**config.mk**
```make
export PLATFORM = sky130hd
export DESIGN_NAME = bld_div
export DESIGN_NICKNAME = d
export VERILOG_FILES = /design/src/hw/rtl/bld_pkg.sv /design/src/hw/rtl/bld_div.sv
export SDC_FILE = /design/constraint.sdc
export NUM_CORES = 1
export LEC_CHECK = 0
export ABC_CLOCK_PERIOD_IN_PS = 5410
export BUFFER_PORTS_ARGS = -buffer_cell sky130_fd_sc_hd__buf_4
export CAP_MARGIN = 20
export CORE_MARGIN = 2
export CORE_UTILIZATION = 50
export DETAILED_ROUTE_END_ITERATION = 12
export GPL_ROUTABILITY_DRIVEN = 0
export GPL_TIMING_DRIVEN = 0
export PLACE_DENSITY = 0.7
export SLEW_MARGIN = 20
export SYNTH_ARGS = -nofsm -noshare
export SYNTH_HDL_FRONTEND = slang
export SYNTH_SLANG_ARGS = --single-unit
```
**constraint.sdc**
```tcl
create_clock -name clock -period 5.41 [get_ports clock]
set_input_delay 0.541 -clock clock [delete_from_list [all_inputs] [get_ports clock]]
set_output_delay 0.541 -clock clock [all_outputs]
set_load 0.01 [all_outputs]
```
**src/hw/rtl/bld_pkg.sv**
```systemverilog
// bld_pkg: shared types, constants and the micro-program of the distortion map
// depends on nothing; used by bld_alu, bld_div and brown_lens_distortion_map
`timescale 1ns / 1ps
`default_nettype none

package bld_pkg;

   localparam int FRACTION_BITS  = 24;
   localparam int MAX_ITERATIONS = 10;
   localparam int ITER_W         = $clog2(MAX_ITERATIONS + 1);
   localparam int PC_W           = 7;
   localparam int SRC_W          = 6;
   localparam int REG_W          = 5;
   localparam int DIV_W          = 32 + FRACTION_BITS;

   localparam logic [31:0] FX_ONE  = 32'(64'd1 << FRACTION_BITS);
   localparam logic [65:0] FX_HALF = 66'(64'd1 << (FRACTION_BITS - 1));
   localparam int          PREC_I  = ((2 ** FRACTION_BITS) + 50000) / 100000;
   localparam logic [32:0] PREC    = 33'(PREC_I);
   localparam logic [63:0] PREC_SQ = 64'(PREC_I) * 64'(PREC_I);
   localparam logic [63:0] EPS_SQ  = (2 * FRACTION_BITS >= 46)
                                     ? (64'd1 << ((2 * FRACTION_BITS - 46) & 63)) : 64'd0;

   localparam logic signed [65:0] S32_MAX = 66'sd2147483647;
   localparam logic signed [65:0] S32_MIN = -66'sd2147483648;

   typedef enum logic [3:0] {
      OP_MUL, OP_ADD, OP_SUB, OP_SC2, OP_SC4, OP_SC6, OP_NRM, OP_ABSLE,
      OP_DIV, OP_OUT, OP_BRA, OP_BRF, OP_BRNF, OP_JMP, OP_ITER, OP_CLRN
   } uop_op_type;

   typedef enum logic [1:0] {THR_LD, THR_LU, THR_EPS, THR_PREC} thr_type;

   typedef enum logic [2:0] {
      ST_OK          = 3'd0,
      ST_IN_RADIUS   = 3'd1,
      ST_OUT_RADIUS  = 3'd2,
      ST_SINGULAR    = 3'd3,
      ST_NO_CONV     = 3'd4
   } status_type;

   typedef enum logic [2:0] {
      SQ_IDLE, SQ_FETCH, SQ_EXEC, SQ_EXEC2, SQ_WAIT, SQ_DIVW, SQ_RESP
   } seq_state_type;

   typedef enum logic [2:0] {
      CSR_K1, CSR_K2, CSR_K3, CSR_P1, CSR_P2, CSR_LIM_D, CSR_LIM_U
   } csr_index_type;

   typedef struct packed {
      uop_op_type        op;
      logic [REG_W-1:0]  dst;
      logic [SRC_W-1:0]  sa;
      logic [SRC_W-1:0]  sb;
      logic [PC_W-1:0]   tgt;
      thr_type           thr;
      status_type        st;
   } uop_type;

   typedef struct packed {
      logic       go;
      logic       second;
      uop_op_type op;
   } alu_ctl_type;

   // operand sources: scratch registers below 32, fixed sources at 32 and above
   localparam logic [SRC_W-1:0] R_X = 6'd0, R_Y = 6'd1, R_X2 = 6'd2, R_Y2 = 6'd3,
      R_XY = 6'd4, R_R2 = 6'd5, R_R4 = 6'd6, R_R6 = 6'd7, R_S = 6'd8, R_T = 6'd9,
      R_T2 = 6'd10, R_TX = 6'd11, R_TY = 6'd12, R_U = 6'd13, R_V = 6'd14,
      R_FX = 6'd15, R_FY = 6'd16, R_T3 = 6'd17, R_J00 = 6'd18, R_J01 = 6'd19,
      R_J11 = 6'd20, R_DET = 6'd21, R_NX = 6'd22, R_NY = 6'd23, R_DX = 6'd24,
      R_DY = 6'd25, R_PX = 6'd26, R_PY = 6'd27, R_P2X = 6'd28, R_P1Y = 6'd29;
   localparam logic [SRC_W-1:0] S_K1 = 6'd32, S_K2 = 6'd33, S_K3 = 6'd34,
      S_P1 = 6'd35, S_P2 = 6'd36, S_ONE = 6'd37, S_TU = 6'd38, S_TV = 6'd39,
      S_ZERO = 6'd40;

   localparam logic [PC_W-1:0] PC_DIST = 7'd8, PC_NEWT = 7'd40, PC_CONV = 7'd94,
      PC_FAIL1 = 7'd97, PC_FAIL2 = 7'd98, PC_FAIL3 = 7'd99, PC_FAIL4 = 7'd100;

   function automatic logic [31:0] sat32(input logic signed [65:0] v);
      if (v > S32_MAX) return 32'h7FFF_FFFF;
      else if (v < S32_MIN) return 32'h8000_0000;
      else return v[31:0];
   endfunction

   function automatic uop_type mk(input uop_op_type op, input logic [SRC_W-1:0] d,
                                  input logic [SRC_W-1:0] a, input logic [SRC_W-1:0] b,
                                  input logic [PC_W-1:0] t, input thr_type th,
                                  input status_type st);
      uop_type u;
      u.op  = op;
      u.dst = d[REG_W-1:0];
      u.sa  = a;
      u.sb  = b;
      u.tgt = t;
      u.thr = th;
      u.st  = st;
      return u;
   endfunction

   function automatic uop_type op3(input uop_op_type op, input logic [SRC_W-1:0] d,
                                   input logic [SRC_W-1:0] a, input logic [SRC_W-1:0] b);
      return mk(op, d, a, b, '0, THR_LD, ST_OK);
   endfunction

   function automatic uop_type br(input uop_op_type op, input logic [PC_W-1:0] t);
      return mk(op, R_X, S_ZERO, S_ZERO, t, THR_LD, ST_OK);
   endfunction

   function automatic uop_type nrm(input logic [SRC_W-1:0] a, input logic [SRC_W-1:0] b,
                                   input thr_type th);
      return mk(OP_NRM, R_X, a, b, '0, th, ST_OK);
   endfunction

   function automatic uop_type outp(input logic [SRC_W-1:0] a, input logic [SRC_W-1:0] b,
                                    input status_type st);
      return mk(OP_OUT, R_X, a, b, '0, THR_LD, st);
   endfunction

   // micro-program: radius checks, distortion, newton loop for the inverse
   function automatic uop_type uop_at(input logic [PC_W-1:0] pc);
      uop_type u;
      unique case (pc)
         7'd0:   u = br(OP_BRA, 7'd3);
         7'd1:   u = nrm(S_TU, S_TV, THR_LU);
         7'd2:   u = br(OP_JMP, 7'd4);
         7'd3:   u = nrm(S_TU, S_TV, THR_LD);
         7'd4:   u = br(OP_BRF, PC_FAIL1);
         7'd5:   u = op3(OP_ADD, R_X, S_TU, S_ZERO);
         7'd6:   u = op3(OP_ADD, R_Y, S_TV, S_ZERO);
         7'd7:   u = br(OP_CLRN, 7'd0);
         7'd8:   u = op3(OP_MUL, R_X2, R_X, R_X);
         7'd9:   u = op3(OP_MUL, R_Y2, R_Y, R_Y);
         7'd10:  u = op3(OP_MUL, R_XY, R_X, R_Y);
         7'd11:  u = op3(OP_ADD, R_R2, R_X2, R_Y2);
         7'd12:  u = op3(OP_MUL, R_R4, R_R2, R_R2);
         7'd13:  u = op3(OP_MUL, R_R6, R_R4, R_R2);
         7'd14:  u = op3(OP_MUL, R_T, S_K1, R_R2);
         7'd15:  u = op3(OP_ADD, R_S, S_ONE, R_T);
         7'd16:  u = op3(OP_MUL, R_T, S_K2, R_R4);
         7'd17:  u = op3(OP_ADD, R_S, R_S, R_T);
         7'd18:  u = op3(OP_MUL, R_T, S_K3, R_R6);
         7'd19:  u = op3(OP_ADD, R_S, R_S, R_T);
         7'd20:  u = op3(OP_MUL, R_T, S_P1, R_XY);
         7'd21:  u = op3(OP_SC2, R_T, R_T, S_ZERO);
         7'd22:  u = op3(OP_SC2, R_T2, R_X2, S_ZERO);
         7'd23:  u = op3(OP_ADD, R_T2, R_R2, R_T2);
         7'd24:  u = op3(OP_MUL, R_T2, S_P2, R_T2);
         7'd25:  u = op3(OP_ADD, R_TX, R_T, R_T2);
         7'd26:  u = op3(OP_MUL, R_T, S_P2, R_XY);
         7'd27:  u = op3(OP_SC2, R_T, R_T, S_ZERO);
         7'd28:  u = op3(OP_SC2, R_T2, R_Y2, S_ZERO);
         7'd29:  u = op3(OP_ADD, R_T2, R_R2, R_T2);
         7'd30:  u = op3(OP_MUL, R_T2, S_P1, R_T2);
         7'd31:  u = op3(OP_ADD, R_TY, R_T, R_T2);
         7'd32:  u = op3(OP_MUL, R_T, R_S, R_X);
         7'd33:  u = op3(OP_ADD, R_U, R_T, R_TX);
         7'd34:  u = op3(OP_MUL, R_T, R_S, R_Y);
         7'd35:  u = op3(OP_ADD, R_V, R_T, R_TY);
         7'd36:  u = br(OP_BRA, PC_NEWT);
         7'd37:  u = nrm(R_U, R_V, THR_LD);
         7'd38:  u = br(OP_BRF, PC_FAIL2);
         7'd39:  u = outp(R_U, R_V, ST_OK);
         7'd40:  u = op3(OP_SUB, R_FX, R_U, S_TU);
         7'd41:  u = op3(OP_SUB, R_FY, R_V, S_TV);
         7'd42:  u = nrm(R_FX, R_FY, THR_EPS);
         7'd43:  u = br(OP_BRNF, PC_CONV);
         7'd44:  u = op3(OP_MUL, R_T, S_K3, R_R4);
         7'd45:  u = op3(OP_SC6, R_T, R_T, S_ZERO);
         7'd46:  u = op3(OP_MUL, R_T2, S_K2, R_R2);
         7'd47:  u = op3(OP_SC4, R_T2, R_T2, S_ZERO);
         7'd48:  u = op3(OP_ADD, R_T, R_T, R_T2);
         7'd49:  u = op3(OP_SC2, R_T2, S_K1, S_ZERO);
         7'd50:  u = op3(OP_ADD, R_T3, R_T, R_T2);
         7'd51:  u = op3(OP_MUL, R_P2X, S_P2, R_X);
         7'd52:  u = op3(OP_MUL, R_P1Y, S_P1, R_Y);
         7'd53:  u = op3(OP_SC6, R_T, R_P2X, S_ZERO);
         7'd54:  u = op3(OP_ADD, R_T, R_S, R_T);
         7'd55:  u = op3(OP_SC2, R_T2, R_P1Y, S_ZERO);
         7'd56:  u = op3(OP_ADD, R_T, R_T, R_T2);
         7'd57:  u = op3(OP_MUL, R_T2, R_T3, R_X2);
         7'd58:  u = op3(OP_ADD, R_J00, R_T, R_T2);
         7'd59:  u = op3(OP_SC2, R_T, R_P2X, S_ZERO);
         7'd60:  u = op3(OP_ADD, R_T, R_S, R_T);
         7'd61:  u = op3(OP_SC6, R_T2, R_P1Y, S_ZERO);
         7'd62:  u = op3(OP_ADD, R_T, R_T, R_T2);
         7'd63:  u = op3(OP_MUL, R_T2, R_T3, R_Y2);
         7'd64:  u = op3(OP_ADD, R_J11, R_T, R_T2);
         7'd65:  u = op3(OP_MUL, R_T, S_P1, R_X);
         7'd66:  u = op3(OP_MUL, R_T2, S_P2, R_Y);
         7'd67:  u = op3(OP_ADD, R_T, R_T, R_T2);
         7'd68:  u = op3(OP_SC2, R_T, R_T, S_ZERO);
         7'd69:  u = op3(OP_MUL, R_T2, R_T3, R_XY);
         7'd70:  u = op3(OP_ADD, R_J01, R_T, R_T2);
         7'd71:  u = op3(OP_MUL, R_T, R_J00, R_J11);
         7'd72:  u = op3(OP_MUL, R_T2, R_J01, R_J01);
         7'd73:  u = op3(OP_SUB, R_DET, R_T, R_T2);
         7'd74:  u = op3(OP_ABSLE, R_X, R_DET, S_ZERO);
         7'd75:  u = br(OP_BRF, PC_FAIL3);
         7'd76:  u = op3(OP_MUL, R_T, R_J11, R_FX);
         7'd77:  u = op3(OP_MUL, R_T2, R_J01, R_FY);
         7'd78:  u = op3(OP_SUB, R_NX, R_T, R_T2);
         7'd79:  u = op3(OP_MUL, R_T, R_J00, R_FY);
         7'd80:  u = op3(OP_MUL, R_T2, R_J01, R_FX);
         7'd81:  u = op3(OP_SUB, R_NY, R_T, R_T2);
         7'd82:  u = op3(OP_DIV, R_DX, R_NX, R_DET);
         7'd83:  u = op3(OP_DIV, R_DY, R_NY, R_DET);
         7'd84:  u = op3(OP_ADD, R_PX, R_X, S_ZERO);
         7'd85:  u = op3(OP_ADD, R_PY, R_Y, S_ZERO);
         7'd86:  u = op3(OP_SUB, R_X, R_X, R_DX);
         7'd87:  u = op3(OP_SUB, R_Y, R_Y, R_DY);
         7'd88:  u = br(OP_ITER, 7'd0);
         7'd89:  u = br(OP_BRF, PC_FAIL4);
         7'd90:  u = op3(OP_SUB, R_T, R_X, R_PX);
         7'd91:  u = op3(OP_SUB, R_T2, R_Y, R_PY);
         7'd92:  u = nrm(R_T, R_T2, THR_PREC);
         7'd93:  u = br(OP_BRF, PC_DIST);
         7'd94:  u = nrm(R_X, R_Y, THR_LU);
         7'd95:  u = br(OP_BRF, PC_FAIL2);
         7'd96:  u = outp(R_X, R_Y, ST_OK);
         7'd97:  u = outp(S_ZERO, S_ZERO, ST_IN_RADIUS);
         7'd98:  u = outp(S_ZERO, S_ZERO, ST_OUT_RADIUS);
         7'd99:  u = outp(S_ZERO, S_ZERO, ST_SINGULAR);
         7'd100: u = outp(S_ZERO, S_ZERO, ST_NO_CONV);
         default: u = br(OP_JMP, 7'd0);
      endcase
      return u;
   endfunction

endpackage

`default_nettype wire

```
**src/hw/rtl/bld_div.sv**
```systemverilog
// bld_div: restoring divider, (num * 2^F) / den truncated toward zero, saturated
// depends on bld_pkg; one quotient bit per cycle
`timescale 1ns / 1ps
`default_nettype none

module bld_div (
   input  wire logic               clock,
   input  wire logic               reset,
   input  wire logic               start,
   input  wire logic signed [31:0] num,
   input  wire logic signed [31:0] den,
   output logic                    done,
   output logic [31:0]             quo
);
   import bld_pkg::*;

   localparam int CNT_W = $clog2(DIV_W + 1);

   logic [DIV_W-1:0] dvd_ff;
   logic [31:0]      rem_ff, dmag_ff, nmag, dmag, rem_next;
   logic             neg_ff, busy_ff, done_ff;
   logic [CNT_W-1:0] cnt_ff;
   logic [32:0]      sh;
   logic [33:0]      diff;
   logic             qb;

   assign nmag = num[31] ? (~num + 32'd1) : num;
   assign dmag = den[31] ? (~den + 32'd1) : den;

   always_comb begin
      sh       = {rem_ff, dvd_ff[DIV_W-1]};
      diff     = {1'b0, sh} - {2'b00, dmag_ff};
      qb       = !diff[33];
      rem_next = qb ? diff[31:0] : sh[31:0];
   end

   always_ff @(posedge clock) begin
      if (reset) begin
         busy_ff <= 1'b0;
         done_ff <= 1'b0;
         cnt_ff  <= '0;
      end else begin
         done_ff <= 1'b0;
         if (start) begin
            busy_ff <= 1'b1;
            cnt_ff  <= CNT_W'(DIV_W);
         end else if (busy_ff) begin
            cnt_ff <= cnt_ff - 1'b1;
            if (cnt_ff == CNT_W'(1)) begin
               busy_ff <= 1'b0;
               done_ff <= 1'b1;
            end
         end
      end
      if (start) begin
         dvd_ff  <= {nmag, {FRACTION_BITS{1'b0}}};
         rem_ff  <= '0;
         dmag_ff <= dmag;
         neg_ff  <= num[31] ^ den[31];
      end else if (busy_ff) begin
         dvd_ff <= {dvd_ff[DIV_W-2:0], qb};
         rem_ff <= rem_next;
      end
   end

   always_comb begin
      if (neg_ff) begin
         quo = (dvd_ff > DIV_W'(64'h8000_0000)) ? 32'h8000_0000
                                                : (~dvd_ff[31:0] + 32'd1);
      end else begin
         quo = (dvd_ff > DIV_W'(64'h7FFF_FFFF)) ? 32'h7FFF_FFFF : dvd_ff[31:0];
      end
   end

   assign done = done_ff;

endmodule

`default_nettype wire

```
==> flow_summary.yaml <==
power_and_ir_drop:
  p_per_area_nw_per_um2: 282
  ir_drop_mv: 0.231
  p_leak_nw: 4.32
clock_network:
  clock-root-buffer: "clkbuf_16"
  postCtsHoldBufs: 0
  insertion_delay_ns: 0.42
  path_clk_slew_ns: 0.06
  cts_resized: 0
  cts_num_sinks: 129
  post_cts_buffers: 0
  ctsHtreeMaxLevel: 4
  cts_buffers: 17
  cts_max_path_buffers: 2
  cts_tree: "yes"
outcome:
  status: "finished, final reports clean"
yosys:
  synth_top_area_cell: "edfxtp_1"
  synth_cell_types: 67
  synthFlopType: "edfxtp_1"
  yosys_warnings: 0
  netlist_instances: 1100
  synth_area_leaders: "edfxtp_1 (22%), dfxtp_1 (14%), nand2_1 (7.0%)"
  synth_seq_area_share_pct: 35.7
  synth-edff-count: 65
  syn_nets: 1205
  netlist_area_um2: 9070
  async_flop_share_pct: 0
  avgSynthCellArea_um2: 8.24
  synth_top_area_share_pct: 21.5
  ys_ff_latch: 129
sta:
  hold_viol_final: 0
  relSlewSlack_pct: 46.9
  finalCriticalPeriod_ns: 5.00
  tns_ns: 0
  final_max_slew_viol_count: 0
  finClkSkew_ns: 0.0101
  timing.fmax_mhz: 200
  fin_crit_sh_pct: 92.5
  tightest_slew_ns: 0.796
  finalSetupViolCount: 0
  rsz0062_at_grt: "no"
die:
  ios: 100
  fp.dieArea_um2: 19200
  die_y_um: 139
  die_w_um: 139
  rows: 49
  start_util_pct: 50.6
  coreArea_um2: 17900
worst_hold_path:
  hold_path.startpoint: "den[0]"
  min_path_cells: 1
  hold_path_class: "in2reg"
route:
  initialDrtViolationCount: 474
  viasPerCell: 5.74
  antenna_left: 0
  vias: 8378
  drt_first_pass_iters: 5
  wl_mm: 23.0
  wire_per_inst_um: 15.8
  drcViolationCount: 0
worst_setup_path:
  crit_path_start: "dvd_ff[19]$_SDFFE_PP0P_"
  crit_fanout: 10
  setup.worst_path.class: "reg2out"
  cp.required_ns: 4.87
  reg2reg_depth: 11
  start_kind: "register"
  end_kind: "output port"
  arrival_ns: 4.46
  regToRegStartpoint: "rem_ff[19]$_SDFFE_PP0P_"
grt:
  grt_overflow: 0
  grt_pass1_wl_mm: 37.4
  track_usage_pct: 23.5
  grt_max_degree: 39
  grt_pass1_vias: 7730
  grt_antenna_before_repair: 0
final_layout:
  nNetsFinal: 1322
  n_antenna_cell: 0
  syn_to_final_growth_pct: 16.9
  layout.cells.non_filler: 1459
  drive_above_1_share_pct: 11.8
  finalCoreUtilization_pct: 59.2
placement:
  dp_hpwl_mm: 17.1
  placed_cells: 1427
  port-buffer-count: 98
run:
  drv_cap: 0
registers in the layout, summed over array words and instances (netlist names):
name     count
neg_ff       1
dmag_ff     32
rem_ff      32
busy_ff      1
done         1
dvd_ff      56
cnt_ff       6
worst paths after layout:
| path | to | slack, ns |
|---|---|---|
| worst min-delay path | dmag_ff[0]$_DFFE_PP_ | 0.34 |
| worst max register to register | rem_ff[14]$_SDFFE_PP0P_ | 1.37 |
| worst max-delay path | quo[22] | 0.41 |
| worst min register to register | rem_ff[31]$_SDFFE_PP0P_ | 0.49 |
Yosys cell counts (12+ instances only):
cell      count
dfxtp_1      64
o21ai_0      74
nor2_1       97
ha_1         37
mux2i_1      33
a21o_1       23
clkbuf_1     48
inv_1        55
or4_1        12
o31ai_1      22
nor4_1       12
edfxtp_1     65
a311oi_1     20
xor2_1       35
o311ai_0     18
nor3_1       30
nand2_1     169
xnor2_1      57
a21oi_1      63
nand3_1      26
or3_1        17
cell type report:
| type | instances | area, µm² |
|---|---|---|
| timing repair buffer | 98 | 736 |
| tap | 229 | 287 |
| sequential | 129 | 3230 |
| buffer | 57 | 216 |
| clock inverter | 11 | 63.8 |
| clock buffer | 21 | 450 |
| inverter | 56 | 210 |
| fill | 1653 | 7300 |
| multi-input combinational | 858 | 5410 |
worst max-delay path, stage by stage (launching register included):
cell and delay [ns]:
dfxtp_1 0.29, buf_2 0.16, or4_1 0.56, or3_1 0.37
or4_1 0.50, or3_1 0.38, o21ai_2 0.40, nand2_2 0.23
inv_2 0.18, nand2_2 0.12, buf_2 0.22, o311ai_0 0.42
buf_4 0.20
layer usage:
layer  global-route usage [%]  part of all wire, %
met5                        0                    0
met4                     7.12                  1.7
met3                     4.80                  5.6
met2                     39.0                   46
met1                     31.3                   47
cells by family after synthesis:
group / share of synthesized area, %
AO/OA/AOI/OAI: 20.4
XOR/XNOR: 8.89
adder cells (fa/ha/maj): 5.33
buffers and inverters: 4.71
flip-flops: 35.7
multiplexers: 3.64
AND/OR/NAND/NOR: 21.4
layout by cell type (no fill, tap or decap), types with 35 or more instances in the layout:
master	count
inv_1	54
ha_1	37
clkbuf_1	51
xnor2_1	57
nand2_1	169
buf_4	98
xor2_1	35
nor2_1	97
edfxtp_1	65
dfxtp_1	64
a21oi_1	63
o21ai_0	74
power breakdown:
part	total [mW]	switching (mW)	internal, mW
Clock	1.01	0.423	0.591
Sequential	1.18	0.0576	1.12
Combinational	0.798	0.469	0.329
Total	2.99	0.950	2.04
through the flow:
step / setup slack (ns) / power, mW / cell area (µm²) / hold slack, ns
final: 0.407 / 2.99 / 10600 / 0.339
after global placement: 0.828 / 1.98 / 10100 / 0.478
after CTS: 0.460 / 3.00 / 10600 / 0.327
after floorplan: 1.47 / 1.73 / 9070 / 0.453
after global routing: 0.136 / 3.15 / 10600 / 0.327
after detailed placement: 0.924 / 1.99 / 10100 / 0.481
(Power assumes the default switching activity.)
