`src/hw/rtl/bld_pkg.sv`:
```
// bld_pkg: shared types, constants and the micro-program of the distortion map
// depends on nothing; used by bld_alu, bld_div and brown_lens_distortion_map
`timescale 1ns / 1ps
`default_nettype none

package bld_pkg;

   localparam int FRACTION_BITS  = 24;
   localparam int MAX_ITERATIONS = 10;
   localparam int ITER_W         = $clog2(MAX_ITERATIONS + 1);
   localparam int PC_W           = 7;
   localparam int SRC_W          = 6;
   localparam int REG_W          = 5;
   localparam int DIV_W          = 32 + FRACTION_BITS;

   localparam logic [31:0] FX_ONE  = 32'(64'd1 << FRACTION_BITS);
   localparam logic [65:0] FX_HALF = 66'(64'd1 << (FRACTION_BITS - 1));
   localparam int          PREC_I  = ((2 ** FRACTION_BITS) + 50000) / 100000;
   localparam logic [32:0] PREC    = 33'(PREC_I);
   localparam logic [63:0] PREC_SQ = 64'(PREC_I) * 64'(PREC_I);
   localparam logic [63:0] EPS_SQ  = (2 * FRACTION_BITS >= 46)
                                     ? (64'd1 << ((2 * FRACTION_BITS - 46) & 63)) : 64'd0;

   localparam logic signed [65:0] S32_MAX = 66'sd2147483647;
   localparam logic signed [65:0] S32_MIN = -66'sd2147483648;

   typedef enum logic [3:0] {
      OP_MUL, OP_ADD, OP_SUB, OP_SC2, OP_SC4, OP_SC6, OP_NRM, OP_ABSLE,
      OP_DIV, OP_OUT, OP_BRA, OP_BRF, OP_BRNF, OP_JMP, OP_ITER, OP_CLRN
   } uop_op_type;

   typedef enum logic [1:0] {THR_LD, THR_LU, THR_EPS, THR_PREC} thr_type;

   typedef enum logic [2:0] {
      ST_OK          = 3'd0,
      ST_IN_RADIUS   = 3'd1,
      ST_OUT_RADIUS  = 3'd2,
      ST_SINGULAR    = 3'd3,
      ST_NO_CONV     = 3'd4
   } status_type;

   typedef enum logic [2:0] {
      SQ_IDLE, SQ_FETCH, SQ_EXEC, SQ_EXEC2, SQ_WAIT, SQ_DIVW, SQ_RESP
   } seq_state_type;

   typedef enum logic [2:0] {
      CSR_K1, CSR_K2, CSR_K3, CSR_P1, CSR_P2, CSR_LIM_D, CSR_LIM_U
   } csr_index_type;

   typedef struct packed {
      uop_op_type        op;
      logic [REG_W-1:0]  dst;
      logic [SRC_W-1:0]  sa;
      logic [SRC_W-1:0]  sb;
      logic [PC_W-1:0]   tgt;
      thr_type           thr;
      status_type        st;
   } uop_type;

   typedef struct packed {
      logic       go;
      logic       second;
      uop_op_type op;
   } alu_ctl_type;

   // operand sources: scratch registers below 32, fixed sources at 32 and above
   localparam logic [SRC_W-1:0] R_X = 6'd0, R_Y = 6'd1, R_X2 = 6'd2, R_Y2 = 6'd3,
      R_XY = 6'd4, R_R2 = 6'd5, R_R4 = 6'd6, R_R6 = 6'd7, R_S = 6'd8, R_T = 6'd9,
      R_T2 = 6'd10, R_TX = 6'd11, R_TY = 6'd12, R_U = 6'd13, R_V = 6'd14,
      R_FX = 6'd15, R_FY = 6'd16, R_T3 = 6'd17, R_J00 = 6'd18, R_J01 = 6'd19,
      R_J11 = 6'd20, R_DET = 6'd21, R_NX = 6'd22, R_NY = 6'd23, R_DX = 6'd24,
      R_DY = 6'd25, R_PX = 6'd26, R_PY = 6'd27, R_P2X = 6'd28, R_P1Y = 6'd29;
   localparam logic [SRC_W-1:0] S_K1 = 6'd32, S_K2 = 6'd33, S_K3 = 6'd34,
      S_P1 = 6'd35, S_P2 = 6'd36, S_ONE = 6'd37, S_TU = 6'd38, S_TV = 6'd39,
      S_ZERO = 6'd40;

   localparam logic [PC_W-1:0] PC_DIST = 7'd8, PC_NEWT = 7'd40, PC_CONV = 7'd94,
      PC_FAIL1 = 7'd97, PC_FAIL2 = 7'd98, PC_FAIL3 = 7'd99, PC_FAIL4 = 7'd100;

   function automatic logic [31:0] sat32(input logic signed [65:0] v);
      if (v > S32_MAX) return 32'h7FFF_FFFF;
      else if (v < S32_MIN) return 32'h8000_0000;
      else return v[31:0];
   endfunction

   function automatic uop_type mk(input uop_op_type op, input logic [SRC_W-1:0] d,
                                  input logic [SRC_W-1:0] a, input logic [SRC_W-1:0] b,
                                  input logic [PC_W-1:0] t, input thr_type th,
                                  input status_type st);
      uop_type u;
      u.op  = op;
      u.dst = d[REG_W-1:0];
      u.sa  = a;
      u.sb  = b;
      u.tgt = t;
      u.thr = th;
      u.st  = st;
      return u;
   endfunction

   function automatic uop_type op3(input uop_op_type op, input logic [SRC_W-1:0] d,
                                   input logic [SRC_W-1:0] a, input logic [SRC_W-1:0] b);
      return mk(op, d, a, b, '0, THR_LD, ST_OK);
   endfunction

   function automatic uop_type br(input uop_op_type op, input logic [PC_W-1:0] t);
      return mk(op, R_X, S_ZERO, S_ZERO, t, THR_LD, ST_OK);
   endfunction

   function automatic uop_type nrm(input logic [SRC_W-1:0] a, input logic [SRC_W-1:0] b,
                                   input thr_type th);
      return mk(OP_NRM, R_X, a, b, '0, th, ST_OK);
   endfunction

   function automatic uop_type outp(input logic [SRC_W-1:0] a, input logic [SRC_W-1:0] b,
                                    input status_type st);
      return mk(OP_OUT, R_X, a, b, '0, THR_LD, st);
   endfunction

   // micro-program: radius checks, distortion, newton loop for the inverse
   function automatic uop_type uop_at(input logic [PC_W-1:0] pc);
      uop_type u;
      unique case (pc)
         7'd0:   u = br(OP_BRA, 7'd3);
         7'd1:   u = nrm(S_TU, S_TV, THR_LU);
         7'd2:   u = br(OP_JMP, 7'd4);
         7'd3:   u = nrm(S_TU, S_TV, THR_LD);
         7'd4:   u = br(OP_BRF, PC_FAIL1);
         7'd5:   u = op3(OP_ADD, R_X, S_TU, S_ZERO);
         7'd6:   u = op3(OP_ADD, R_Y, S_TV, S_ZERO);
         7'd7:   u = br(OP_CLRN, 7'd0);
         7'd8:   u = op3(OP_MUL, R_X2, R_X, R_X);
         7'd9:   u = op3(OP_MUL, R_Y2, R_Y, R_Y);
         7'd10:  u = op3(OP_MUL, R_XY, R_X, R_Y);
         7'd11:  u = op3(OP_ADD, R_R2, R_X2, R_Y2);
         7'd12:  u = op3(OP_MUL, R_R4, R_R2, R_R2);
         7'd13:  u = op3(OP_MUL, R_R6, R_R4, R_R2);
         7'd14:  u = op3(OP_MUL, R_T, S_K1, R_R2);
         7'd15:  u = op3(OP_ADD, R_S, S_ONE, R_T);
         7'd16:  u = op3(OP_MUL, R_T, S_K2, R_R4);
         7'd17:  u = op3(OP_ADD, R_S, R_S, R_T);
         7'd18:  u = op3(OP_MUL, R_T, S_K3, R_R6);
         7'd19:  u = op3(OP_ADD, R_S, R_S, R_T);
         7'd20:  u = op3(OP_MUL, R_T, S_P1, R_XY);
         7'd21:  u = op3(OP_SC2, R_T, R_T, S_ZERO);
         7'd22:  u = op3(OP_SC2, R_T2, R_X2, S_ZERO);
         7'd23:  u = op3(OP_ADD, R_T2, R_R2, R_T2);
         7'd24:  u = op3(OP_MUL, R_T2, S_P2, R_T2);
         7'd25:  u = op3(OP_ADD, R_TX, R_T, R_T2);
         7'd26:  u = op3(OP_MUL, R_T, S_P2, R_XY);
         7'd27:  u = op3(OP_SC2, R_T, R_T, S_ZERO);
         7'd28:  u = op3(OP_SC2, R_T2, R_Y2, S_ZERO);
         7'd29:  u = op3(OP_ADD, R_T2, R_R2, R_T2);
         7'd30:  u = op3(OP_MUL, R_T2, S_P1, R_T2);
         7'd31:  u = op3(OP_ADD, R_TY, R_T, R_T2);
         7'd32:  u = op3(OP_MUL, R_T, R_S, R_X);
         7'd33:  u = op3(OP_ADD, R_U, R_T, R_TX);
         7'd34:  u = op3(OP_MUL, R_T, R_S, R_Y);
         7'd35:  u = op3(OP_ADD, R_V, R_T, R_TY);
         7'd36:  u = br(OP_BRA, PC_NEWT);
         7'd37:  u = nrm(R_U, R_V, THR_LD);
         7'd38:  u = br(OP_BRF, PC_FAIL2);
         7'd39:  u = outp(R_U, R_V, ST_OK);
         7'd40:  u = op3(OP_SUB, R_FX, R_U, S_TU);
         7'd41:  u = op3(OP_SUB, R_FY, R_V, S_TV);
         7'd42:  u = nrm(R_FX, R_FY, THR_EPS);
         7'd43:  u = br(OP_BRNF, PC_CONV);
         7'd44:  u = op3(OP_MUL, R_T, S_K3, R_R4);
         7'd45:  u = op3(OP_SC6, R_T, R_T, S_ZERO);
         7'd46:  u = op3(OP_MUL, R_T2, S_K2, R_R2);
         7'd47:  u = op3(OP_SC4, R_T2, R_T2, S_ZERO);
         7'd48:  u = op3(OP_ADD, R_T, R_T, R_T2);
         7'd49:  u = op3(OP_SC2, R_T2, S_K1, S_ZERO);
         7'd50:  u = op3(OP_ADD, R_T3, R_T, R_T2);
         7'd51:  u = op3(OP_MUL, R_P2X, S_P2, R_X);
         7'd52:  u = op3(OP_MUL, R_P1Y, S_P1, R_Y);
         7'd53:  u = op3(OP_SC6, R_T, R_P2X, S_ZERO);
         7'd54:  u = op3(OP_ADD, R_T, R_S, R_T);
         7'd55:  u = op3(OP_SC2, R_T2, R_P1Y, S_ZERO);
         7'd56:  u = op3(OP_ADD, R_T, R_T, R_T2);
         7'd57:  u = op3(OP_MUL, R_T2, R_T3, R_X2);
         7'd58:  u = op3(OP_ADD, R_J00, R_T, R_T2);
         7'd59:  u = op3(OP_SC2, R_T, R_P2X, S_ZERO);
         7'd60:  u = op3(OP_ADD, R_T, R_S, R_T);
         7'd61:  u = op3(OP_SC6, R_T2, R_P1Y, S_ZERO);
         7'd62:  u = op3(OP_ADD, R_T, R_T, R_T2);
         7'd63:  u = op3(OP_MUL, R_T2, R_T3, R_Y2);
         7'd64:  u = op3(OP_ADD, R_J11, R_T, R_T2);
         7'd65:  u = op3(OP_MUL, R_T, S_P1, R_X);
         7'd66:  u = op3(OP_MUL, R_T2, S_P2, R_Y);
         7'd67:  u = op3(OP_ADD, R_T, R_T, R_T2);
         7'd68:  u = op3(OP_SC2, R_T, R_T, S_ZERO);
         7'd69:  u = op3(OP_MUL, R_T2, R_T3, R_XY);
         7'd70:  u = op3(OP_ADD, R_J01, R_T, R_T2);
         7'd71:  u = op3(OP_MUL, R_T, R_J00, R_J11);
         7'd72:  u = op3(OP_MUL, R_T2, R_J01, R_J01);
         7'd73:  u = op3(OP_SUB, R_DET, R_T, R_T2);
         7'd74:  u = op3(OP_ABSLE, R_X, R_DET, S_ZERO);
         7'd75:  u = br(OP_BRF, PC_FAIL3);
         7'd76:  u = op3(OP_MUL, R_T, R_J11, R_FX);
         7'd77:  u = op3(OP_MUL, R_T2, R_J01, R_FY);
         7'd78:  u = op3(OP_SUB, R_NX, R_T, R_T2);
         7'd79:  u = op3(OP_MUL, R_T, R_J00, R_FY);
         7'd80:  u = op3(OP_MUL, R_T2, R_J01, R_FX);
         7'd81:  u = op3(OP_SUB, R_NY, R_T, R_T2);
         7'd82:  u = op3(OP_DIV, R_DX, R_NX, R_DET);
         7'd83:  u = op3(OP_DIV, R_DY, R_NY, R_DET);
         7'd84:  u = op3(OP_ADD, R_PX, R_X, S_ZERO);
         7'd85:  u = op3(OP_ADD, R_PY, R_Y, S_ZERO);
         7'd86:  u = op3(OP_SUB, R_X, R_X, R_DX);
         7'd87:  u = op3(OP_SUB, R_Y, R_Y, R_DY);
         7'd88:  u = br(OP_ITER, 7'd0);
         7'd89:  u = br(OP_BRF, PC_FAIL4);
         7'd90:  u = op3(OP_SUB, R_T, R_X, R_PX);
         7'd91:  u = op3(OP_SUB, R_T2, R_Y, R_PY);
         7'd92:  u = nrm(R_T, R_T2, THR_PREC);
         7'd93:  u = br(OP_BRF, PC_DIST);
         7'd94:  u = nrm(R_X, R_Y, THR_LU);
         7'd95:  u = br(OP_BRF, PC_FAIL2);
         7'd96:  u = outp(R_X, R_Y, ST_OK);
         7'd97:  u = outp(S_ZERO, S_ZERO, ST_IN_RADIUS);
         7'd98:  u = outp(S_ZERO, S_ZERO, ST_OUT_RADIUS);
         7'd99:  u = outp(S_ZERO, S_ZERO, ST_SINGULAR);
         7'd100: u = outp(S_ZERO, S_ZERO, ST_NO_CONV);
         default: u = br(OP_JMP, 7'd0);
      endcase
      return u;
   endfunction

endpackage

`default_nettype wire

```
`src/hw/rtl/bld_alu.sv`:
```
// bld_alu: shared two-stage unit (33x33 multiply, saturating add, compares)
// depends on bld_pkg
`timescale 1ns / 1ps
`default_nettype none

module bld_alu (
   input  wire logic                clock,
   input  wire logic                reset,
   input  wire bld_pkg::alu_ctl_type ctl,
   input  wire logic signed [31:0]  a,
   input  wire logic signed [31:0]  b,
   input  wire logic [63:0]         thr,
   output logic                     done,
   output logic [31:0]              res,
   output logic                     flag
);
   import bld_pkg::*;

   logic signed [32:0] m1, m2, mag_src;
   logic signed [34:0] ea, eb, sum;
   logic signed [65:0] prod_ff, prod_in;
   logic signed [34:0] sum_ff;
   logic signed [32:0] abs_ff, abs_in;
   uop_op_type         op_ff;
   logic               sec_ff, v1_ff;
   logic [63:0]        acc_ff, acc_in;
   logic [31:0]        res_ff, res_in;
   logic               flag_ff, flag_in, done_ff, done_in;
   logic signed [65:0] rnd;

   always_comb begin
      mag_src = ctl.second ? 33'(b) : 33'(a);
      if (mag_src < 0) mag_src = -mag_src;
      if (ctl.op == OP_NRM) begin
         m1 = mag_src;
         m2 = mag_src;
      end else begin
         m1 = 33'(a);
         m2 = 33'(b);
      end
      prod_in = 66'(m1) * 66'(m2);
      ea = 35'(a);
      eb = 35'(b);
      unique case (ctl.op)
         OP_SUB:  sum = ea - eb;
         OP_SC2:  sum = ea <<< 1;
         OP_SC4:  sum = ea <<< 2;
         OP_SC6:  sum = (ea <<< 2) + (ea <<< 1);
         default: sum = ea + eb;
      endcase
      abs_in = (a < 0) ? -33'(a) : 33'(a);
   end

   always_ff @(posedge clock) begin
      if (reset) begin
         v1_ff <= 1'b0;
      end else begin
         v1_ff <= ctl.go;
      end
      if (ctl.go) begin
         prod_ff <= prod_in;
         sum_ff  <= sum;
         abs_ff  <= abs_in;
         op_ff   <= ctl.op;
         sec_ff  <= ctl.second;
      end
   end

   // second stage: rounding, saturation and the flag compares
   always_comb begin
      rnd     = prod_ff + $signed(FX_HALF);
      res_in  = res_ff;
      flag_in = flag_ff;
      acc_in  = acc_ff;
      done_in = 1'b0;
      if (v1_ff) begin
         unique case (op_ff)
            OP_MUL: begin
               res_in  = sat32(rnd >>> FRACTION_BITS);
               done_in = 1'b1;
            end
            OP_NRM: begin
               if (!sec_ff) begin
                  acc_in = prod_ff[63:0];
               end else begin
                  flag_in = (acc_ff + prod_ff[63:0]) > thr;
                  done_in = 1'b1;
               end
            end
            OP_ABSLE: begin
               flag_in = $unsigned(abs_ff) <= PREC;
               done_in = 1'b1;
            end
            default: begin
               res_in  = sat32(66'(sum_ff));
               done_in = 1'b1;
            end
         endcase
      end
   end

   always_ff @(posedge clock) begin
      if (reset) begin
         done_ff <= 1'b0;
      end else begin
         done_ff <= done_in;
      end
      res_ff  <= res_in;
      flag_ff <= flag_in;
      acc_ff  <= acc_in;
   end

   assign done = done_ff;
   assign res  = res_ff;
   assign flag = flag_ff;

endmodule

`default_nettype wire

```
`config.mk`:
```
export PLATFORM = sky130hd
export DESIGN_NAME = bld_alu
export DESIGN_NICKNAME = d
export VERILOG_FILES = /design/src/hw/rtl/bld_pkg.sv /design/src/hw/rtl/bld_alu.sv
export SDC_FILE = /design/constraint.sdc
export NUM_CORES = 2
export LEC_CHECK = 0
export ABC_AREA = 1
export BUFFER_PORTS_ARGS = -buffer_cell sky130_fd_sc_hd__buf_2
export CAP_MARGIN = 10
export CORE_MARGIN = 3
export CORE_UTILIZATION = 55
export CTS_CLUSTER_SIZE = 40
export DETAILED_ROUTE_END_ITERATION = 8
export MAX_ROUTING_LAYER = met4
export PLACE_DENSITY = 0.76
export SKIP_LAST_GASP = 1
export SYNTH_ARGS = -nofsm -noshare
export SYNTH_HDL_FRONTEND = slang
export SYNTH_SLANG_ARGS = --single-unit
export TNS_END_PERCENT = 100
```
`constraint.sdc`:
```
create_clock -name clock -period 13.15 [get_ports clock]
set_input_delay 0.6575 -clock clock [delete_from_list [all_inputs] [get_ports clock]]
set_output_delay 0.6575 -clock clock [all_outputs]
set_load 0.05 [all_outputs]
```
==> results.tsv <==
stage	metric	value	unit
route	post-route ant nets	0	
worst_setup_path	FF-to-FF setup slack	7960	ps
sta	Clock Skew	36.4	ps
worst_setup_path	Max FO, Critical Path	56	
worst_setup_path	reg2reg start	prod_ff[40]	
synth	Yosys reg bits	238	
clock_network	TritonCTS clock tree	yes	
synth	Synth Area per Inst	7.78	um2
worst_setup_path	CP Launch Type	input port	
route	vias	58400	
floorplan	Core Region	115000	um2
clock_network	CTS resizes	0	
global_route	Global Route Usage Sum	45.4	%
worst_setup_path	slowest CP cell	a21oi_2	
global_route	first-pass GRT wire length	386	mm
synth	ys flop type	edfxtp_1	
hold_path	Hold Crit Depth	2	
floorplan	die width	346	um
clock_network	Worst-path clk slew	70	ps
clock_network	hold_buf cts	0	
placed_design	placed cell area	66100	um2
route	Routed WL	266	mm
status	failing checks	max-capacitance violations, max-slew violations	
synth	Post-synth EDFFs	236	
global_route	pin count of the biggest net entering global routing	80	
clock_network	post-CTS setup buffers	0	
status	status	finished with violations	
sta	final setup vio count	0	
sta	Final period util	88.4	%
placed_design	IO buf count	169	
worst_setup_path	Crit Path Category	in -> reg	
sta	Final Max Slew Viols	2	
sta	RSZ-0062 raised after global routing	no	
synth	Syn Nets	9945	
sta	hold slack	237	ps
synth	register area share after synthesis	11.2	%
clock_network	CTS Buf Count	27	
clock_network	clock latency on the worst-skew pair	590	ps
worst_setup_path	Reg2Reg Depth	16	
sta	Tmin final	11620	ps
route	drc violations	0	
hold_path	HP Start	reset	
finish	share of layout cells above drive strength 1	5.17	%
route	number of DRC markers in iteration 0	7361	
sta	Slew headroom	-6.92	%
hold_path	Hold WC Path Type	in -> reg	
sta	Max Freq	86.0	MHz
finish	post-route cell area	67000	um2
route	Vias/cell	5.98	
clock_network	CTS max path bufs	3	
clock_network	CTS HTree Levels	1	
floorplan	# IOs	170	
global_route	vias in the first global route	59000	
global_route	initial antenna violation count	10	
floorplan	Initial Util	55.6	%
clock_network	clk root buf	clkbuf_16	
synth	Ys Warns	0	
floorplan	Row Count	124	
global_route	Congestion Overflow GR	0	
route	DR WL/cell	27.2	um
hold_path	Worst Hold End	done	
finish	commonest non-fill, non-tap cell in the layout	inv_1	
worst_setup_path	Crit Reg-Reg Endpoint	flag	
floorplan	die height	346	um
floorplan	Die ar.	120000	um2
synth	cells after synthesis	8188	
finish	Area Growth Syn to Fin	5.14	%
flow_run	max_cap viols	1	
finish	Nets	9982	
sta	sum of negative setup slack	0	ps
finish	fin util	58.4	%
placed_design	Post-DP HPWL	220	mm
sta	worst-margin pin slew	1580	ps
worst_setup_path	Slowest Stage Delay on Critical Path	880	ps
clock_network	CTS sink cnt	238	
worst_setup_path	CP Capture Type	flip-flop	
placed_design	GP Congestion	1.12	
worst_setup_path	required time of the critical path	13400	ps
finish	most frequent cells in the layout	inv_1 (1886), nand2_1 (1481), fa_1 (1149)	
route	DRT Pass-1 Iters	9	
synth	Mapped Area	63700	um2
synth	Async S/R FF share, synth	0	%
synth	Yosys cell types	62	
sta	final hold violation count	0	
worst_setup_path	Worst EP arrival	11870	ps
[cell usage after synthesis (7+ instances only)]
library cell / n / area [um2]
xor2_1: 142 / 1240
buf_4: 11 / 82.6
a21boi_0: 10 / 75.1
edfxtp_1: 236 / 7090
a211oi_1: 12 / 90.1
nand4_1: 67 / 419
o221ai_1: 9 / 78.8
fa_1: 1149 / 23000
clkinv_1: 8 / 30.0
a21oi_1: 375 / 1880
buf_2: 133 / 666
nor2_2: 7 / 43.8
buf_6: 9 / 101
o211ai_1: 19 / 143
nor2_1: 1072 / 4020
a221oi_1: 20 / 175
a21o_1: 34 / 255
clkbuf_1: 91 / 342
buf_1: 9 / 33.8
nand2_1: 1481 / 5560
o22ai_1: 14 / 87.6
o21ai_2: 21 / 184
o21ai_1: 48 / 240
nor4_1: 22 / 138
nor3_1: 72 / 360
o21bai_1: 31 / 233
nand3_1: 224 / 1120
inv_1: 1887 / 7080
o21ai_0: 269 / 1350
or2_2: 11 / 68.8
nand2_2: 8 / 50.1
o21a_1: 25 / 188
xnor2_1: 47 / 412
and3_1: 8 / 50.1
nand3b_1: 8 / 60.1
inv_2: 27 / 101
a31oi_1: 52 / 325
ha_1: 472 / 5910
[worst max-delay path, delay by kind of cell]
kind,cells,cell delay (ps)
fa+ha+maj,9,4370
compound gates,6,2720
buf+inv,8,2300
simple gates,11,1690
[final cells by class]
class / instances / area [um2]
sequential: 238 / 7130
antenna: 11 / 27.5
fill: 10600 / 47600
timing repair buffer: 261 / 1540
inverter: 1923 / 7220
clock inverter: 18 / 196
clock buffer: 31 / 691
multi-input combinational: 5774 / 48300
tap: 1512 / 1890
[state kept, by name (all words and copies together) (netlist names)]
signal   cells
res         32
acc_ff      64
abs_ff      33
flag         1
prod_ff     66
v1_ff        1
op_ff        4
done         1
sec_ff       1
sum_ff      35
[how the worst max path moves through the flow]
stage	from	end	slack, ps	cells past startpoint
after global placement	ctl[4]	prod_ff[41]	1640	34
after detailed placement	ctl[4]	prod_ff[41]	1370	34
final	ctl[4]	prod_ff[41]	1530	34
after floorplan	ctl[4]	prod_ff[62]	4120	36
after CTS	ctl[4]	prod_ff[41]	1940	34
after global routing	ctl[4]	prod_ff[41]	1060	34
[kinds of logic (layout without fill, tap and decap cells)]
| kind of cell | after synthesis | in the layout | synth area share (%) |
|---|---|---|---|
| adder cells (fa/ha/maj) | 1621 | 1621 | 45.4 |
| AND/OR/NAND/NOR | 2994 | 2994 | 18.9 |
| flip-flops | 238 | 238 | 11.2 |
| other | 0 | 11 | 0 |
| AO/OA/AOI/OAI | 970 | 970 | 8.75 |
| XOR/XNOR | 189 | 189 | 2.60 |
| buffers and inverters | 2176 | 2233 | 13.3 |
[stage by stage]
| step | setup slack, ps | instances |
|---|---|---|
| 3_5_place_dp | 1370 | 9708 |
| 4_1_cts | 1940 | 9757 |
| 5_1_grt | 1060 | 9765 |
| 6_report | 1530 | 9768 |
| 2_1_floorplan | 4120 | 8188 |
| 3_3_place_gp | 1640 | 9708 |
[metal layers]
layer | wire length, um | share of wire (%) | track usage (%)
met4 | 18100 | 6.8 | 23.4
met3 | 37500 | 14 | 15.2
met1 | 104000 | 39 | 59.6
met5 | 0 | 0 | -
met2 | 106000 | 40 | 62.3
Power is left out: the tool's default activity adds up to more than one toggle a clock period on the data nets, which glitch-free logic cannot reach.
